===== src/hdl/mcc_pkg.sv =====
// shared types, constants and helpers for the minimum coin change block
`timescale 1ns / 1ps
`default_nettype none
package mcc_pkg;

  // field widths
  localparam int VAL_W  = 10;
  localparam int CNT_W  = 10;
  localparam int BEST_W = 11;
  localparam int IDX_W  = 2;

  // configuration register count and table markers
  localparam int REG_COUNT = 4;
  localparam int UNREACH_BIT = 10;
  localparam logic [BEST_W-1:0] BEST_INIT = 11'h7FF;
  localparam logic [CNT_W-1:0] CNT_MAX = 10'h3FF;

  // reset denominations, zero beyond the register list
  function automatic logic [VAL_W-1:0] coin_reset(input int i);
    logic [VAL_W-1:0] v;
    case (i)
      0: v = 10'd50;
      1: v = 10'd30;
      2: v = 10'd5;
      3: v = 10'd1;
      default: v = '0;
    endcase
    return v;
  endfunction

  // commands from controller to datapath
  typedef struct packed {
    logic load;
    logic fill;
    logic walk_rd;
    logic walk_upd;
    logic emit_next;
  } mcc_cmd_t;

  // status from datapath to controller
  typedef struct packed {
    logic fill_skip;
    logic fill_end;
    logic walk_done;
    logic emit_last;
  } mcc_status_t;

endpackage
`default_nettype wire


===== src/hdl/mcc_ctrl.sv =====
// controller state machine for the minimum coin change block
`timescale 1ns / 1ps
`default_nettype none
module mcc_ctrl (
  input  wire                  clk,
  input  wire                  rst,
  input  wire                  in_valid,
  output logic                 in_ready,
  output logic                 out_valid,
  input  wire                  out_ready,
  input  mcc_pkg::mcc_status_t st,
  output mcc_pkg::mcc_cmd_t    cmd
);
  import mcc_pkg::*;

  localparam logic [2:0] S_IDLE     = 3'd0;
  localparam logic [2:0] S_FILL     = 3'd1;
  localparam logic [2:0] S_WALK_RD  = 3'd2;
  localparam logic [2:0] S_WALK_UPD = 3'd3;
  localparam logic [2:0] S_EMIT     = 3'd4;

  logic [2:0] state;
  logic [2:0] state_next;

  // handshake outputs come straight from the state register
  assign in_ready  = (state == S_IDLE);
  assign out_valid = (state == S_EMIT);

  // commands
  always_comb begin
    cmd           = '0;
    cmd.load      = in_valid && in_ready;
    cmd.fill      = (state == S_FILL);
    cmd.walk_rd   = (state == S_WALK_RD) && !st.walk_done;
    cmd.walk_upd  = (state == S_WALK_UPD);
    cmd.emit_next = (state == S_EMIT) && out_ready;
  end

  // next state
  always_comb begin
    state_next = state;
    case (state)
      S_IDLE: begin
        if (in_valid) state_next = S_FILL;
      end
      S_FILL: begin
        if (st.fill_skip || st.fill_end) state_next = S_WALK_RD;
      end
      S_WALK_RD: begin
        if (st.walk_done) state_next = S_EMIT;
        else state_next = S_WALK_UPD;
      end
      S_WALK_UPD: begin
        state_next = S_WALK_RD;
      end
      S_EMIT: begin
        if (out_ready && st.emit_last) state_next = S_IDLE;
      end
      default: begin
        state_next = S_IDLE;
      end
    endcase
  end

  // state register
  always_ff @(posedge clk) begin
    if (rst) begin
      state <= S_IDLE;
    end else begin
      state <= state_next;
    end
  end

endmodule
`default_nettype wire


===== config.mk =====
export PLATFORM = sky130hd
export DESIGN_NAME = mcc_ctrl
export DESIGN_NICKNAME = d
export VERILOG_FILES = /design/src/hdl/mcc_pkg.sv /design/src/hdl/mcc_ctrl.sv
export SDC_FILE = /design/constraint.sdc
export NUM_CORES = 1
export LEC_CHECK = 0
export ABC_CLOCK_PERIOD_IN_PS = 2300
export BUFFER_PORTS_ARGS = -buffer_cell sky130_fd_sc_hd__buf_2
export CORE_AREA = 4 4 41 43
export CTS_BUF_LIST = sky130_fd_sc_hd__clkbuf_8
export DETAILED_ROUTE_END_ITERATION = 7
export DIE_AREA = 0 0 45 47
export HOLD_SLACK_MARGIN = 0.03
export MAX_ROUTING_LAYER = met4
export SYNTH_ARGS = -nofsm -noshare
export SYNTH_HDL_FRONTEND = slang
export SYNTH_SLANG_ARGS = --single-unit
export TNS_END_PERCENT = 30

===== constraint.sdc =====
create_clock -name clk -period 2.3 [get_ports clk]
set_input_delay 0.69 -clock clk [delete_from_list [all_inputs] [get_ports clk]]
set_output_delay 0.69 -clock clk [all_outputs]
set_load 0.01 [all_outputs]

==> results.py <==
metrics = {
    "status": {
        "status": "finished, final reports clean",
    },
    "final_layout": {
        "fillers": 149,
        "drive_above_1_share_pct": 53.7,
        "design_area_sq_um": 348,
        "regMostFlops": "state",
        "diodes": 0,
        "syn_to_final_growth_pct": 47.9,
        "top_regs": "state (3)",
        "instances_no_fill": 56,
        "largest_register_ffs": 3,
        "final_nets": 50,
    },
    "place": {
        "dp.cells": 52,
        "post-dp-hpwl_um": 421,
        "postPlaceCellArea_sq_um": 303,
        "place_congestion": 0.706,
        "portBuffers": 14,
        "post-place-ws_ns": 0.374,
    },
    "critical_path": {
        "crit_required_ns": 1.61,
        "timing.rr.start": "state[0]$_SDFFE_PP0P_",
        "rrSetupSlack_ns": 1.26,
        "worstSetupEndpoint": "cmd[2]",
        "r2r_end": "state[0]$_SDFFE_PP0P_",
        "worstRegToRegCells": 3,
        "cp_data_arrival_time_ns": 1.21,
        "worstSetupEndpointType": "primary output",
        "cp_max_fo": 4,
        "path_class": "primary input to primary output",
        "startpoint": "st[1]",
        "cp-start-kind": "primary input",
    },
    "cts": {
        "cts_hold_buffers": 0,
        "post_cts_buffers": 0,
        "cts_tree": "built",
        "cts_buffer_depth": 2,
        "cts_sinks": 3,
        "cts_buffers": 3,
        "cts_resized": 0,
        "htreeDepth": 1,
        "cts.clk_slew.worst_paths_ns": 0.03,
        "cts-root-buf": "clkbuf_8",
        "clk_latency_ns": 0.21,
    },
    "yosys": {
        "yosys.area.top_type": "dfxtp_1",
        "yosys_warnings": 0,
        "netlist_instances": 26,
        "seq_area_frac_synth_pct": 25.5,
        "syn_area_per_cell_sq_um": 9.05,
        "synth_top_area_share_pct": 25.5,
        "synth_fp_nets": 34,
        "synth.area.top_cells": "dfxtp_1 (26%), nor3b_2 (11%), nor3_2 (8.5%)",
        "synth_area_sq_um": 235,
        "synth.distinct_cells": 17,
        "synth_seq_cells": 3,
    },
    "detailed_routing": {
        "vias": 233,
        "wl_per_cell_um": 9.79,
        "drt_wl_total_um": 548,
        "avgViaCountPerCell": 4.16,
        "drc": 0,
        "drt-initial-drc-count": 0,
        "drtAntennaViolNets": 0,
        "drt_first_pass_iters": 1,
    },
    "global_route": {
        "antenna_found_initial": 0,
        "grt_pass1_vias": 215,
        "grt_overflow": 0,
        "grt_max_degree": 12,
        "gr-usage-all-layers_pct": 6.28,
        "grt_pass1_wl_um": 890,
    },
    "power": {
        "power_uw": 257,
        "cellPowerDensity_mw_per_mm2": 738,
        "p_leak_uw": 0.000161,
        "ir_drop_uv": 160,
    },
    "timing": {
        "worst_slack_ns": 0.402,
        "max_freq_ghz": 0.527,
        "setup_viol": 0,
        "worst_slew_pin_slew_ns": 0.357,
        "fin_crit_ns": 1.90,
        "final_max_slew_viol_count": 0,
        "period_share_pct": 82.5,
        "hold_violations": 0,
        "maxSlewHeadroom_pct": 76.2,
        "setup_tns_ns": 0,
        "rsz0062_at_grt": "no",
        "fin_worst_skew_ns": 0.000755,
    },
    "worst_hold_path": {
        "hp-class": "flip-flop to flip-flop",
    },
    "job": {
        "maxCapViolations": 0,
    },
    "die": {
        "core_area_sq_mm": 0.00130,
        "die_w_um": 45,
        "die_h_um": 47,
        "dieArea_sq_mm": 0.00212,
        "ioPinCount": 15,
        "num_rows": 13,
        "initial_utilization_pct": 18.1,
    },
}
==> layer usage <==
metal	up-vias	wire, um	GRT usage [%]
met3	0	51	2.30
li1	123	-	-
met1	99	250	8.16
met2	11	246	7.34
met5	-	0	-
met4	0	0	5.26
==> cell families (layout without fill, tap and decap cells) <==
group	count (synthesis)	after routing	synth area share [%]
simple gates	13	13	45.7
flops	3	3	25.5
compound gates	6	6	18.1
buf+inv	4	19	10.6
==> worst min-delay path by stage <==
| stage | end | from | slack [ns] | depth (start not counted) |
|---|---|---|---|---|
| 2_1_floorplan | state[2]$_SDFFE_PP0P_ | state[0]$_SDFFE_PP0P_ | 0.54 | 2 |
| 3_5_place_dp | state[0]$_SDFFE_PP0P_ | state[2]$_SDFFE_PP0P_ | 0.62 | 1 |
| 5_1_grt | state[1]$_SDFFE_PP0P_ | state[1]$_SDFFE_PP0P_ | 0.65 | 2 |
| 4_1_cts | state[0]$_SDFFE_PP0P_ | state[2]$_SDFFE_PP0P_ | 0.61 | 1 |
| 3_3_place_gp | state[0]$_SDFFE_PP0P_ | state[2]$_SDFFE_PP0P_ | 0.61 | 1 |
| 6_report | state[0]$_SDFFE_PP0P_ | state[2]$_SDFFE_PP0P_ | 0.61 | 1 |
==> synth_stat cells <==
library cell  number
dfxtp_1            3
and3b_1            1
buf_2              2
buf_6              1
nor4b_1            1
o21ai_1            1
inv_1              1
nor3b_2            2
o31ai_2            1
nor3b_1            1
and2_1             2
o21ai_0            2
nand2_1            1
nor2b_1            1
nor3_2             2
nand3b_1           2
a211oi_1           2
==> through the flow <==
step / hold slack, ns / util, %
final: 0.611 / 26.7
after global routing: 0.653 / 26.7
after CTS: 0.612 / 26.7
after detailed placement: 0.617 / 23.3
after global placement: 0.608 / 23.3
after floorplan: 0.537 / -
==> layout by cell type (no fill, tap or decap), types with 2 or more instances in the layout <==
| cell type | n |
|---|---|
| dfxtp_1 | 3 |
| a211oi_1 | 2 |
| inv_1 | 2 |
| buf_2 | 14 |
| nand3b_1 | 2 |
| clkbuf_8 | 3 |
| and2_1 | 2 |
| o21ai_0 | 2 |
| nor3b_2 | 2 |
| nor3_2 | 2 |
==> power breakdown <==
part	leakage, uW	internal [uW]	switching, uW
clock	0.0000269	113	32.6
sequential	0.0000246	56.6	11.1
combinational	0.000110	23.8	19.2
total	0.000161	194	62.9
==> critical path, cell delays in order <==
cell and delay, ns:
buf_2 0.12, nor4b_1 0.22, buf_2 0.18
==> area by class of cell <==
cell class              count  area [sq um]  area share [%]
inverters                   1          3.75            1.08
flip-flops and latches      3          60.1            17.3
well taps                  15          18.8            5.40
clock buffers               3          41.3            11.9
multi-input cells          19           150            43.2
repair buffers             14          70.1            20.1
clock inverters             1          3.75            1.08
(Power assumes the default switching activity.)
